## src/rtl/core/gra_pkg.sv

```systemverilog
package gra_pkg;

  // fixed-point formats
  localparam int IN_FRAC   = 12;
  localparam int WORK_FRAC = 24;

  // field widths
  localparam int X_W   = 16;
  localparam int AMP_W = 17;

  // working widths at the default formats
  localparam int XX_W   = 32;  // x*x, WORK_FRAC fraction bits
  localparam int A_W    = 33;  // a = x*x - 1, signed
  localparam int AMAG_W = 32;  // |a|
  localparam int YW_W   = 28;  // y at WORK_FRAC fraction bits
  localparam int RADM_W = 65;  // a*a + y*y
  localparam int M_W    = 33;  // m
  localparam int B_W    = 34;  // b and m + a
  localparam int RADR_W = 58;  // (m + a) * 2^W
  localparam int R_W    = 29;  // r
  localparam int S_W    = 29;  // s = 1.414x
  localparam int SUM_W  = 30;  // s + r, |s - r|
  localparam int SQ_W   = 60;  // squared sum or difference
  localparam int DEN_W  = 61;  // numerator and denominator
  localparam int Q_W    = 33;  // ratio with 32 fraction bits

  // 1414 * 2^(W-IF) / 1000 split into integer part and remainder
  localparam int S_MUL = 1414 * (1 << (WORK_FRAC - IN_FRAC));
  localparam int S_INT = S_MUL / 1000;
  localparam int S_REM = S_MUL % 1000;
  localparam int RECIP_SH = 36;
  localparam logic [26:0] RECIP = 27'(((64'd1 << RECIP_SH) + 64'd999) / 64'd1000);

  localparam logic [XX_W:0] ONE_W = (XX_W+1)'(1) << WORK_FRAC;
  localparam logic [AMP_W-1:0] AMP_ONE = AMP_W'(1) << 16;

endpackage

```

## src/rtl/core/gra_div_pipe.sv

```systemverilog
module gra_div_pipe
  import gra_pkg::*;
#(
  parameter int D_W    = 8,
  parameter int Q_BITS = 8,
  parameter int SIDE_W = 1
) (
  input  logic              clk,
  input  logic              rst_n,
  input  logic              ce,
  input  logic              in_valid,
  input  logic [D_W-1:0]    in_num,
  input  logic [D_W-1:0]    in_den,
  input  logic [SIDE_W-1:0] in_side,
  output logic              out_valid,
  output logic [Q_BITS-1:0] out_quot,
  output logic [SIDE_W-1:0] out_side
);

  logic              v_r    [1:Q_BITS];
  logic [D_W:0]      rem_r  [1:Q_BITS];
  logic [D_W-1:0]    den_r  [1:Q_BITS];
  logic [Q_BITS-1:0] quot_r [1:Q_BITS];
  logic [SIDE_W-1:0] side_r [1:Q_BITS];

  // one quotient bit per stage, restoring form
  for (genvar i = 0; i < Q_BITS; i++) begin : g_stage
    logic              v_src;
    logic [D_W:0]      rem_src;
    logic [D_W-1:0]    den_src;
    logic [Q_BITS-1:0] quot_src;
    logic [SIDE_W-1:0] side_src;
    logic              fit;
    logic [D_W:0]      diff;

    if (i == 0) begin : g_first
      assign v_src    = in_valid;
      assign rem_src  = {1'b0, in_num};
      assign den_src  = in_den;
      assign quot_src = '0;
      assign side_src = in_side;
    end else begin : g_next
      assign v_src    = v_r[i];
      assign rem_src  = rem_r[i];
      assign den_src  = den_r[i];
      assign quot_src = quot_r[i];
      assign side_src = side_r[i];
    end

    assign fit  = (rem_src >= {1'b0, den_src});
    assign diff = fit ? (rem_src - {1'b0, den_src}) : rem_src;

    always_ff @(posedge clk) begin
      if (!rst_n) begin
        v_r[i+1] <= 1'b0;
      end else if (ce) begin
        v_r[i+1] <= v_src;
      end
      if (ce) begin
        rem_r[i+1]  <= {diff[D_W-1:0], 1'b0};
        den_r[i+1]  <= den_src;
        quot_r[i+1] <= {quot_src[Q_BITS-2:0], fit};
        side_r[i+1] <= side_src;
      end
    end
  end

  assign out_valid = v_r[Q_BITS];
  assign out_quot  = quot_r[Q_BITS];
  assign out_side  = side_r[Q_BITS];

endmodule

```

## config.mk

```make
export PLATFORM = sky130hd
export DESIGN_NAME = gra_div_pipe
export DESIGN_NICKNAME = d
export VERILOG_FILES = /design/src/rtl/core/gra_pkg.sv /design/src/rtl/core/gra_div_pipe.sv
export SDC_FILE = /design/constraint.sdc
export NUM_CORES = 1
export LEC_CHECK = 0
export BUFFER_PORTS_ARGS = -buffer_cell sky130_fd_sc_hd__buf_2
export CORE_ASPECT_RATIO = 0.8
export CORE_MARGIN = 10
export CORE_UTILIZATION = 60
export CTS_CLUSTER_SIZE = 30
export DETAILED_ROUTE_END_ITERATION = 16
export GPL_TIMING_DRIVEN = 1
export MAX_ROUTING_LAYER = met4
export PLACE_DENSITY = 0.78
export REMOVE_ABC_BUFFERS = 1
export SLEW_MARGIN = 15
export SYNTH_ARGS = -nofsm -noshare
export SYNTH_HDL_FRONTEND = slang
export SYNTH_SLANG_ARGS = --single-unit
```

## constraint.sdc

```tcl
create_clock -name clk -period 5.8 [get_ports clk]
set_input_delay 0 -clock clk [delete_from_list [all_inputs] [get_ports clk]]
set_output_delay 0 -clock clk [all_outputs]
set_load 0.005 [all_outputs]
```

==> flow_summary_export.csv <==
group,metric,value,unit
sta,post-route-min-period,2.55,ns
min_path,holdPathStages,4,
synthesis,yosys_most_used_dff,"edfxtp_1",
detailed_routing,drtAntennaViolNets,0,
synthesis,synth_area_leaders,"edfxtp_1 (58%), ha_1 (9.3%), mux2_2 (4.0%)",
power,p_leak,3.93,nW
grt,grt_max_degree,113,
synthesis,netlist.area_leader.share,58.4,%
detailed_routing,wl_per_cell,16.6,µm
synthesis,yosysSeqAreaShare,58.4,%
detailed_routing,drtIter0Drc,395,
critical_path,critPathCaptureType,"flop",
clock_tree,root_buffer,"clkbuf_16",
floorplanning,die_h,126,µm
detailed_routing,routed_wl,15.0,mm
critical_path,rr_startpoint,"den_r[0][41]",
synthesis,netlist_instances,644,
synthesis,syn_area,8440,µm²
layout,layout-drive-gt1-share,14.0,%
synthesis,async_flop_share,0,%
clock_tree,ctsResizeCount,0,
floorplanning,start_util,61.8,%
sta,rsz0062_at_grt,"no",
critical_path,worst-setup-path-type,"flop to flop",
layout,stdcell_area,9590,µm²
sta,fin_skew,0.00693,ns
floorplanning,fp.dieW,153,µm
clock_tree,ctsHoldBuffers,19,
min_path,holdPathEnd,"rem_r[0][13]",
placed_design,portBuffers,30,
sta,timing.fmax,0.393,GHz
sta,maxSlewHeadroom,36.0,%
grt,grt_antenna_before_repair,0,
power,vdd_drop_max,0.000223,V
power,p_per_area,424,nW/µm²
critical_path,reg2regPathDepth,8,
sta,slew_violations,0,
critical_path,cp.arrival,2.72,ns
synthesis,synth_commonest_cells,"edfxtp_1 (164), inv_1 (82), ha_1 (63)",
synthesis,netlist.top_cell.by_area,"edfxtp_1",
clock_tree,numCtsBuffers,17,
layout,n_antenna_cell,0,
min_path,holdCritStartpoint,"in_num[5]",
floorplanning,fp.coreArea,13600,µm²
layout,nets,798,
placed_design,post-dp-hpwl,10.5,mm
flow_run,drv_cap,0,
clock_tree,cts_tree,"yes",
clock_tree,cts.sinks,164,
critical_path,cp-start-kind,"flop",
synthesis,yosysWarningCount,0,
sta,finalSetupViolCount,0,
sta,hold_violations,0,
detailed_routing,first_pass_iters,5,
placed_design,gp_congestion,0.887,
critical_path,reg2reg_setup_slack,3.25,ns
critical_path,crit_fanout,8,
critical_path,r2r-end,"rem_r[0][54]",
floorplanning,rows,38,
placed_design,dpl_cell_area,8800,µm²
grt,grt_overflow_total,0,
status,status,"completed",
clock_tree,clk_latency,0.42,ns
synthesis,synth-edff-count,164,
sta,worst_slew_pin_slew,0.960,ns
clock_tree,cts_buffer_depth,2,
grt,grt_pass1_vias,5051,
detailed_routing,drc,0,
detailed_routing,via_per_inst,5.73,
clock_tree,htreeDepth,4,
min_path,hold_class,"input pin to flop",
grt,grt_usage,16.5,%
grt,grt_pass1_wl,25.0,mm
detailed_routing,vias,5153,
sta,fin_crit_sh,43.9,%
synthesis,yosysMostFrequentCell,"edfxtp_1",
sta,setup_tns,0,ns
floorplanning,io_pins,31,
synthesis,synthDistinctLibCells,55,
clock_tree,post_cts_buffers,0,
layout,area_growth,13.7,%
synthesis,synth_seq_cells,164,
clock_tree,clkSlewWorstSetupHoldPaths,0.07,ns
critical_path,cp.required,5.97,ns
synthesis,avgSynthCellArea,13.1,µm²
sta,fin_worst_hold_slack,0.0485,ns
floorplanning,die-area,19200,µm²
## worst max path at each step
stage / from / endpoint / slack, ns / depth (start not counted)
global placement: den_r[0][41] / rem_r[0][50] / 3.39 / 8
floorplan: den_r[0][41] / rem_r[0][50] / 3.50 / 8
global route: den_r[0][33] / rem_r[0][44] / 3.15 / 6
CTS: rem_r[0][8] / rem_r[0][20] / 3.27 / 5
finish: den_r[0][41] / rem_r[0][54] / 3.25 / 8
detailed placement: rem_r[0][8] / rem_r[0][20] / 3.30 / 5
## power by group
part | internal [W] | switching (W)
Clock | 0.000652 | 0.000494
Sequential | 0.00160 | 0.000107
Combinational | 0.000584 | 0.000627
Total | 0.00284 | 0.00123
## through the flow
step	worst slack (ns)	utilization, %	cells	total power (W)
floorplan	3.50	-	638	0.00262
global placement	3.39	64.5	849	0.00285
detailed placement	3.30	64.5	849	0.00291
CTS	3.27	70.3	900	0.00407
global route	3.15	70.3	900	0.00429
finish	3.25	70.3	900	0.00406
## cells in the final DEF, fill, tap and decap left out, drive strengths merged, types with 7 or more instances in the layout
cell type / n
and3: 14
nor3: 10
nand2: 12
a211oi: 9
inv: 88
mux2: 30
o21a: 17
nor2: 34
nor2b: 14
xnor2: 15
nand3: 13
fa: 7
xor2: 7
ha: 63
edfxtp: 164
a21oi: 25
a21o: 13
o21ai: 21
clkbuf: 19
buf: 31
dlygate4sd3: 19
## critical path: stages, from the launching register on
cell and delay, ns:
edfxtp_1 0.43, inv_1 0.08, ha_1 0.23, ha_1 0.20, a21o_1 0.16, a21o_1 0.18
a211oi_1 0.25, o211a_1 0.37, mux2_2 0.38
## flip-flops by register name, summed over array words and instances (netlist names)
register and cells:
side_r 8, quot_r 36, den_r 56, v_r 8
rem_r 56
## kinds of logic after synthesis
kind of cell,after synthesis,synth area share (%)
DFF,164,58.4
and+or+nand+nor,133,8.32
AOI/OAI and AO/OA,131,11.3
buffers and inverters,88,3.98
adders and majority gates,70,11.0
muxes,36,4.72
xor gates and xnor gates,22,2.28
## routing by layer
layer	wire length [µm]	GRT usage, %	vias up
met5	0	-	-
met4	151	6.16	0
met3	668	4.05	16
met2	7250	25.4	122
met1	6890	20.7	2484
li1	-	-	2531
## layout make-up
| cell class | count | area, µm² |
|---|---|---|
| Sequential cell | 164 | 4920 |
| Fill cell | 908 | 4060 |
| Timing Repair Buffer | 50 | 354 |
| Multi-Input combinational cell | 392 | 3180 |
| Clock buffer | 19 | 433 |
| Clock inverter | 13 | 169 |
| Tap cell | 180 | 225 |
| Inverter | 82 | 308 |
No activity file was read; power rests on OpenSTA's default activity.
