$ cat src/rtl/core/gra_pkg.sv
package gra_pkg;

  // fixed-point formats
  localparam int IN_FRAC   = 12;
  localparam int WORK_FRAC = 24;

  // field widths
  localparam int X_W   = 16;
  localparam int AMP_W = 17;

  // working widths at the default formats
  localparam int XX_W   = 32;  // x*x, WORK_FRAC fraction bits
  localparam int A_W    = 33;  // a = x*x - 1, signed
  localparam int AMAG_W = 32;  // |a|
  localparam int YW_W   = 28;  // y at WORK_FRAC fraction bits
  localparam int RADM_W = 65;  // a*a + y*y
  localparam int M_W    = 33;  // m
  localparam int B_W    = 34;  // b and m + a
  localparam int RADR_W = 58;  // (m + a) * 2^W
  localparam int R_W    = 29;  // r
  localparam int S_W    = 29;  // s = 1.414x
  localparam int SUM_W  = 30;  // s + r, |s - r|
  localparam int SQ_W   = 60;  // squared sum or difference
  localparam int DEN_W  = 61;  // numerator and denominator
  localparam int Q_W    = 33;  // ratio with 32 fraction bits

  // 1414 * 2^(W-IF) / 1000 split into integer part and remainder
  localparam int S_MUL = 1414 * (1 << (WORK_FRAC - IN_FRAC));
  localparam int S_INT = S_MUL / 1000;
  localparam int S_REM = S_MUL % 1000;
  localparam int RECIP_SH = 36;
  localparam logic [26:0] RECIP = 27'(((64'd1 << RECIP_SH) + 64'd999) / 64'd1000);

  localparam logic [XX_W:0] ONE_W = (XX_W+1)'(1) << WORK_FRAC;
  localparam logic [AMP_W-1:0] AMP_ONE = AMP_W'(1) << 16;

endpackage

$ cat src/rtl/core/gra_sqrt_pipe.sv
module gra_sqrt_pipe
  import gra_pkg::*;
#(
  parameter int RAD_W  = 8,
  parameter int SIDE_W = 1
) (
  input  logic                       clk,
  input  logic                       rst_n,
  input  logic                       ce,
  input  logic                       in_valid,
  input  logic [RAD_W-1:0]           in_rad,
  input  logic [SIDE_W-1:0]          in_side,
  output logic                       out_valid,
  output logic [(RAD_W+1)/2-1:0]     out_root,
  output logic [SIDE_W-1:0]          out_side
);

  localparam int ROOT_W = (RAD_W + 1) / 2;
  localparam int PAD_W  = 2 * ROOT_W;
  localparam int REM_W  = ROOT_W + 2;

  logic              v_r    [1:ROOT_W];
  logic [PAD_W-1:0]  rad_r  [1:ROOT_W];
  logic [REM_W-1:0]  rem_r  [1:ROOT_W];
  logic [ROOT_W-1:0] root_r [1:ROOT_W];
  logic [SIDE_W-1:0] side_r [1:ROOT_W];

  // one root bit per stage, restoring form
  for (genvar i = 0; i < ROOT_W; i++) begin : g_stage
    logic              v_src;
    logic [PAD_W-1:0]  rad_src;
    logic [REM_W-1:0]  rem_src;
    logic [ROOT_W-1:0] root_src;
    logic [SIDE_W-1:0] side_src;
    logic [REM_W-1:0]  rem_sh;
    logic [REM_W-1:0]  trial;
    logic              fit;

    if (i == 0) begin : g_first
      assign v_src    = in_valid;
      assign rad_src  = PAD_W'(in_rad);
      assign rem_src  = '0;
      assign root_src = '0;
      assign side_src = in_side;
    end else begin : g_next
      assign v_src    = v_r[i];
      assign rad_src  = rad_r[i];
      assign rem_src  = rem_r[i];
      assign root_src = root_r[i];
      assign side_src = side_r[i];
    end

    assign rem_sh = {rem_src[REM_W-3:0], rad_src[PAD_W-1:PAD_W-2]};
    assign trial  = {root_src, 2'b01};
    assign fit    = (rem_sh >= trial);

    always_ff @(posedge clk) begin
      if (!rst_n) begin
        v_r[i+1] <= 1'b0;
      end else if (ce) begin
        v_r[i+1] <= v_src;
      end
      if (ce) begin
        rad_r[i+1]  <= {rad_src[PAD_W-3:0], 2'b00};
        rem_r[i+1]  <= fit ? (rem_sh - trial) : rem_sh;
        root_r[i+1] <= {root_src[ROOT_W-2:0], fit};
        side_r[i+1] <= side_src;
      end
    end
  end

  assign out_valid = v_r[ROOT_W];
  assign out_root  = root_r[ROOT_W];
  assign out_side  = side_r[ROOT_W];

endmodule

$ cat config.mk
export PLATFORM = sky130hd
export DESIGN_NAME = gra_sqrt_pipe
export DESIGN_NICKNAME = d
export VERILOG_FILES = /design/src/rtl/core/gra_pkg.sv /design/src/rtl/core/gra_sqrt_pipe.sv
export SDC_FILE = /design/constraint.sdc
export NUM_CORES = 1
export LEC_CHECK = 0
export BUFFER_PORTS_ARGS = -buffer_cell sky130_fd_sc_hd__buf_2
export CORE_ASPECT_RATIO = 1.25
export CORE_MARGIN = 2
export CORE_UTILIZATION = 51
export DETAILED_ROUTE_END_ITERATION = 8
export PLACE_DENSITY_LB_ADDON = 0.05
export SETUP_SLACK_MARGIN = 0.4
export SLEW_MARGIN = 15
export SYNTH_ARGS = -nofsm -noshare
export SYNTH_HDL_FRONTEND = slang
export SYNTH_SLANG_ARGS = --single-unit
$ cat constraint.sdc
create_clock -name clk -period 1.9 [get_ports clk]
set_clock_uncertainty 0.2 [all_clocks]
set_input_delay 0.38 -clock clk [delete_from_list [all_inputs] [get_ports clk]]
set_output_delay 0.38 -clock clk [all_outputs]
set_load 0.005 [all_outputs]
==> flow_summary_export.csv, run 1 <==
group,metric,value,unit
run_status,status,"finished with violations",
run_status,failed_checks,"setup timing",
yosys,synth_area_per_cell,16.80,um^2
yosys,yosys.area.top_type,"edfxtp_1",
timing,fin_crit_sh,1.002,
floorplan,die-area,0.003773,mm^2
pwr,ir_drop,0.0008452,V
floorplan,ioPinCount,19,
timing,hold_slack,0.06502,ns
drt,ant_nets,0,
floorplan,die_h,68.18,um
clocking,numCtsBuffers,5,
global_route,antenna_found_initial,0,
floorplan,die_x,55.34,um
timing,drv_slew,0,
clocking,cts_sinks,41,
critical_path,crit_type,"register to register",
clocking,htreeDepth,2,
clocking,insertion_delay,0.28,ns
clocking,cts_buffer_depth,2,
critical_path,end_kind,"register",
yosys,ys_types,23,
timing,finalSetupTns,-0.003106,ns
worst_hold_path,worstHoldStart,"in_rad[0]",
clocking,clk_pin_slew,0.07,ns
yosys,yosysTopAreaCellShare,0.7327,
floorplan,start_util,0.5308,
clocking,root_buffer,"clkbuf_8",
drt,vias,888,
drt,drcViolationCount,0,
worst_hold_path,hp-class,"input port to register",
critical_path,crit_arrival,1.74,ns
placed_design,portBuffers,18,
global_route,grt_start_max_net_pins,25,
critical_path,cp_slowest_cell,"edfxtp_1",
pwr,power_leakage,0.8420,nW
timing,finalSetupViolations,1,
timing,hold_viol,0,
global_route,grtUsageTotal,0.1406,
critical_path,regToRegEndpoint,"rem_r[0][14]",
yosys,synth_common_cells,"41 x edfxtp_1, 12 x inv_1, 10 x ha_1",
timing,final.setup.worst_slack,-0.003106,ns
critical_path,r2r_setup_slack,-0.003,ns
yosys,ys_ff_latch,41,
timing,min_period,1.903,ns
yosys,ys_seq_area_frac,0.7327,
timing,max_freq,525.5,MHz
yosys,synth_edf_count,41,
critical_path,crit_chain,"inv_2 > ha_4 > a2111oi_4 > mux2_4",
placed_design,place_ws,-0.02861,ns
yosys,syn_area,0.001680,mm^2
run,drv_cap,0,
global_route,grt_pass1_wl,3829,um
worst_hold_path,min_path_cells,1,
timing,rsz0062_at_grt,"yes",
floorplan,core_area,0.003166,mm^2
pwr,power,1.953,mW
worst_hold_path,holdPathEnd,"rad_r[0][6]",
yosys,syn_nets,123,
placed_design,hpwl,1619,um
yosys,yosysMostFrequentCell,"edfxtp_1",
critical_path,path_max_fanout,2,
critical_path,worst-endpoint-required,1.74,ns
placed_design,place.gp.congestion,0.7738,
critical_path,start_kind,"register",
drt,wl_per_cell,13.00,um
yosys,syn_inst,100,
clocking,cts_tree,"yes",
critical_path,critical-path-max-stage-delay,0.41,ns
global_route,grt_overflow_total,0,
global_route,first_global_vias,886,
final_layout,finish.net_count,160,
drt,first_pass_iters,4,
floorplan,rows,23,
final_layout,antenna_cells,0,
yosys,synthFlopType,"edfxtp_1",
drt,drtIter0Drc,19,
drt,drt_wl_total,2275,um
yosys,synthTopCellsByArea,"edfxtp_1 73%, ha_1 7.4%, inv_1 2.7%, xnor2_1 2.1%, mux2i_1 1.8%",
critical_path,crit_path_start,"root_r[0][4]",
pwr,p_per_area,918.9,mW/mm^2
final_layout,final_util,0.6715,
final_layout,area_growth_syn_to_layout,26.51,%
yosys,yosys_warnings,0,
critical_path,worst_r2r_startpoint,"root_r[0][4]",
drt,viasPerCell,5.074,
critical_path,r2r_cells,4,
yosys,async_reset_ff_frac,0,
final_layout,drive_gt1_frac,0.4420,
-- repair_timing --
action,CTS,global route
setup buffers,6,2
endpoints found under the setup margin,10,11
resized for setup,9,1
pin swaps,3,2
hold buffers,0,0
-- report_power, final --
part	total, mW	leakage, nW	switching [mW]	internal (mW)
Sequential	1.13	0.402	0.0339	1.09
Clock	0.527	0.0450	0.273	0.254
Combinational	0.298	0.395	0.132	0.165
-- sequential cells by signal, summed over array words and instances (netlist names) --
name / cells
v_r: 4
rad_r: 12
side_r: 4
rem_r: 11
root_r: 10
-- layout make-up --
cell class,count,area (um^2)
sequential,41,1231
clock inverter,2,10.01
tap,37,46.29
fill,227,1040
inverter,12,45.04
clock buffer,6,72.57
multi-input combinational,47,533.0
timing repair buffer,30,187.7
-- metrics by stage --
step,std cells,area (um^2)
6_report,175,2126
5_1_grt,175,2126
4_1_cts,173,2107
3_5_place_dp,159,1951
3_3_place_gp,159,1951
2_1_floorplan,100,1784
-- worst max-delay path by stage --
stage	to	slack, ns
2_1_floorplan	rem_r[0][14]	-0.07
3_3_place_gp	rem_r[0][14]	0.03
3_5_place_dp	rem_r[0][14]	-0.03
4_1_cts	rem_r[0][14]	-0.001
5_1_grt	rem_r[0][13]	-0.08
6_report	rem_r[0][14]	-0.003
-- routing by layer --
metal	track usage	vias up	wire length, um
met2	0.2455	20	1228
met4	0.1006	0	44
met5	0	-	0
met1	0.1481	423	920
li1	-	440	-
met3	0.03970	5	81
-- cells by family after synthesis --
family                   after synthesis  share of synthesized area
flip-flops                            41                     0.7327
AND/OR/NAND/NOR                       16                    0.05585
buffers and inverters                 12                    0.02680
AO/OA/AOI/OAI                         11                    0.05361
adder cells (fa/ha/maj)               10                    0.07446
multiplexers                           5                    0.03350
XOR/XNOR                               4                    0.02085
other                                  1                   0.002232
-- worst max-delay path: cells and delay by family (launching register included) --
family / cells / cell delay (ns)
buf+inv: 1 / 0.09
compound gates: 1 / 0.41
fa+ha+maj: 1 / 0.21
mux: 1 / 0.33
flops: 1 / 0.41
-- cells in the final DEF, fill, tap and decap left out, types with 3 or more instances in the layout --
cell,instances
ha_1,3
edfxtp_1,41
nor3_1,3
buf_2,18
inv_1,7
ha_4,5
clkbuf_8,5
and3_1,4
inv_2,5
buf_4,10
mux2i_1,3
xnor2_1,3
Note: power is estimated with default switching activity, not from simulation.
==> run 2, diff against run 1 <==
==> constraint.sdc (replaced) <==
create_clock -name clk -period 1.9 [get_ports clk]
set_clock_uncertainty 0.2 [all_clocks]
set_input_delay 0.285 -clock clk [delete_from_list [all_inputs] [get_ports clk]]
set_output_delay 0.285 -clock clk [all_outputs]
set_load 0.005 [all_outputs]
==> flow_summary_export.csv, run 2 (synthesized netlist as in run 1, its figures left out) <==
group,metric,value,unit
run,drv_cap,0,
timing,final.setup.worst_slack,-0.01615,ns
run_status,failed_checks,"setup timing",
timing,drv_slew,0,
clocking,htreeDepth,2,
final_layout,layout.cells.non_filler,183,
drt,ant_nets,0,
final_layout,layout_common_cells,"41 x edfxtp_1, 18 x buf_2, 11 x buf_4",
drt,vias,921,
floorplan,die_h,68.18,um
clocking,root_buffer,"clkbuf_8",
placed_design,placed_area,0.001951,mm^2
placed_design,portBuffers,18,
placed_design,dp_cells,159,
critical_path,cp_num_buf_inv,1,
final_layout,top_register,"rad_r",
clocking,cts_tree,"yes",
floorplan,start_util,0.5308,
global_route,grt_pass1_wl,4002,um
final_layout,largest_reg_flops,12,
drt,wl_per_cell,13.02,um
critical_path,critical-path-max-stage-delay,0.42,ns
final_layout,finish.net_count,168,
clocking,clk_pin_slew,0.07,ns
timing,hold_viol,0,
pwr,power,1.969,mW
worst_hold_path,hp-class,"input port to register",
timing,min_period,1.916,ns
placed_design,hpwl,1619,um
global_route,antenna_found_initial,0,
drt,viasPerCell,5.033,
final_layout,top_regs,"rad_r (12), rem_r (11), root_r (10)",
critical_path,crit_type,"register to register",
critical_path,r2r_setup_slack,-0.02,ns
drt,drcViolationCount,0,
final_layout,final_util,0.6960,
floorplan,die_x,55.34,um
pwr,ir_drop,0.0007488,V
timing,finalSetupViolations,1,
clocking,cts_buffer_depth,2,
drt,drtIter0Drc,16,
critical_path,critPathTopFamily,"flip-flops",
global_route,grt_start_max_net_pins,25,
timing,finalSetupTns,-0.01615,ns
final_layout,drive_gt1_frac,0.4247,
clocking,numCtsBuffers,5,
clocking,cts_sinks,41,
critical_path,start_kind,"register",
global_route,grt_overflow_total,0,
critical_path,crit_arrival,1.75,ns
critical_path,end_kind,"register",
floorplan,die-area,0.003773,mm^2
timing,rsz0062_at_grt,"yes",
critical_path,path_max_fanout,3,
floorplan,rows,23,
placed_design,place.gp.congestion,0.7738,
timing,fin_crit_sh,1.009,
global_route,grtUsageTotal,0.1468,
critical_path,worst-endpoint-required,1.74,ns
final_layout,area_growth_syn_to_layout,31.12,%
clocking,insertion_delay,0.28,ns
pwr,power_leakage,0.8760,nW
final_layout,mostFrequentLayoutCell,"edfxtp_1",
drt,drt_wl_total,2383,um
pwr,p_per_area,893.8,mW/mm^2
floorplan,core_area,0.003166,mm^2
timing,max_freq,521.9,MHz
drt,first_pass_iters,4,
floorplan,ioPinCount,19,
critical_path,cp_slowest_cell,"edfxtp_1",
final_layout,final_cell_area,0.002203,mm^2
run_status,status,"finished with violations",
global_route,first_global_vias,937,
critical_path,crit_chain,"inv_1 > ha_4 > nand2b_4 > a2111oi_4 > mux2_4",
final_layout,antenna_cells,0,
run 2: cell type report:
| type | instances | area, um^2 |
|---|---|---|
| clock inverter | 2 | 10.01 |
| tap | 37 | 46.29 |
| fill | 219 | 962.2 |
| clock buffer | 6 | 72.57 |
| sequential | 41 | 1231 |
| multi-input combinational | 47 | 533.0 |
| inverter | 12 | 45.04 |
| timing repair buffer | 38 | 265.3 |
run 2: final timing paths:
check                     from           end  depth (start not counted)
setup reg to reg  rad_r[0][10]  rem_r[0][14]                          5
setup / recovery  rad_r[0][10]  rem_r[0][14]                          5
hold reg to reg   rad_r[0][15]  rad_r[0][23]                          0
hold / removal       in_rad[7]  root_r[0][4]                          2
run 2: worst register-to-register path, cell delays in order, from the launching register on:
cell,delay (ns)
edfxtp_1,0.42
inv_1,0.13
ha_4,0.17
nand2b_4,0.06
a2111oi_4,0.36
mux2_4,0.33
run 2: power breakdown:
part	total (mW)	switching, mW	internal (mW)
logic	0.312	0.135	0.177
registers	1.13	0.0341	1.09
clock network	0.529	0.274	0.254
run 2: through the flow:
step / hold WS (ns) / setup WS [ns]
6_report: 0.08687 / -0.01615
5_1_grt: 0.09078 / -0.08533
3_3_place_gp: 0.2016 / 0.03150
4_1_cts: 0.08198 / -0.001408
2_1_floorplan: 0.1839 / -0.07223
3_5_place_dp: 0.2045 / -0.02861
run 2: repair_timing:
| action | CTS | global route |
|---|---|---|
| hold buffers | 7 | 0 |
| resized for setup | 9 | 1 |
| hold endpoints to repair | 7 | 0 |
| setup buffers | 6 | 3 |
| setup endpoints to repair | 10 | 11 |
| pin swaps | 3 | 2 |
run 2: layer usage:
| layer | GRT usage | wire length [um] | vias to the layer above |
|---|---|---|---|
| met3 | 0.03970 | 82 | 3 |
| met4 | 0.09146 | 28 | 0 |
| met5 | 0 | 0 | - |
| met2 | 0.2679 | 1310 | 20 |
| li1 | - | - | 457 |
| met1 | 0.1515 | 962 | 441 |
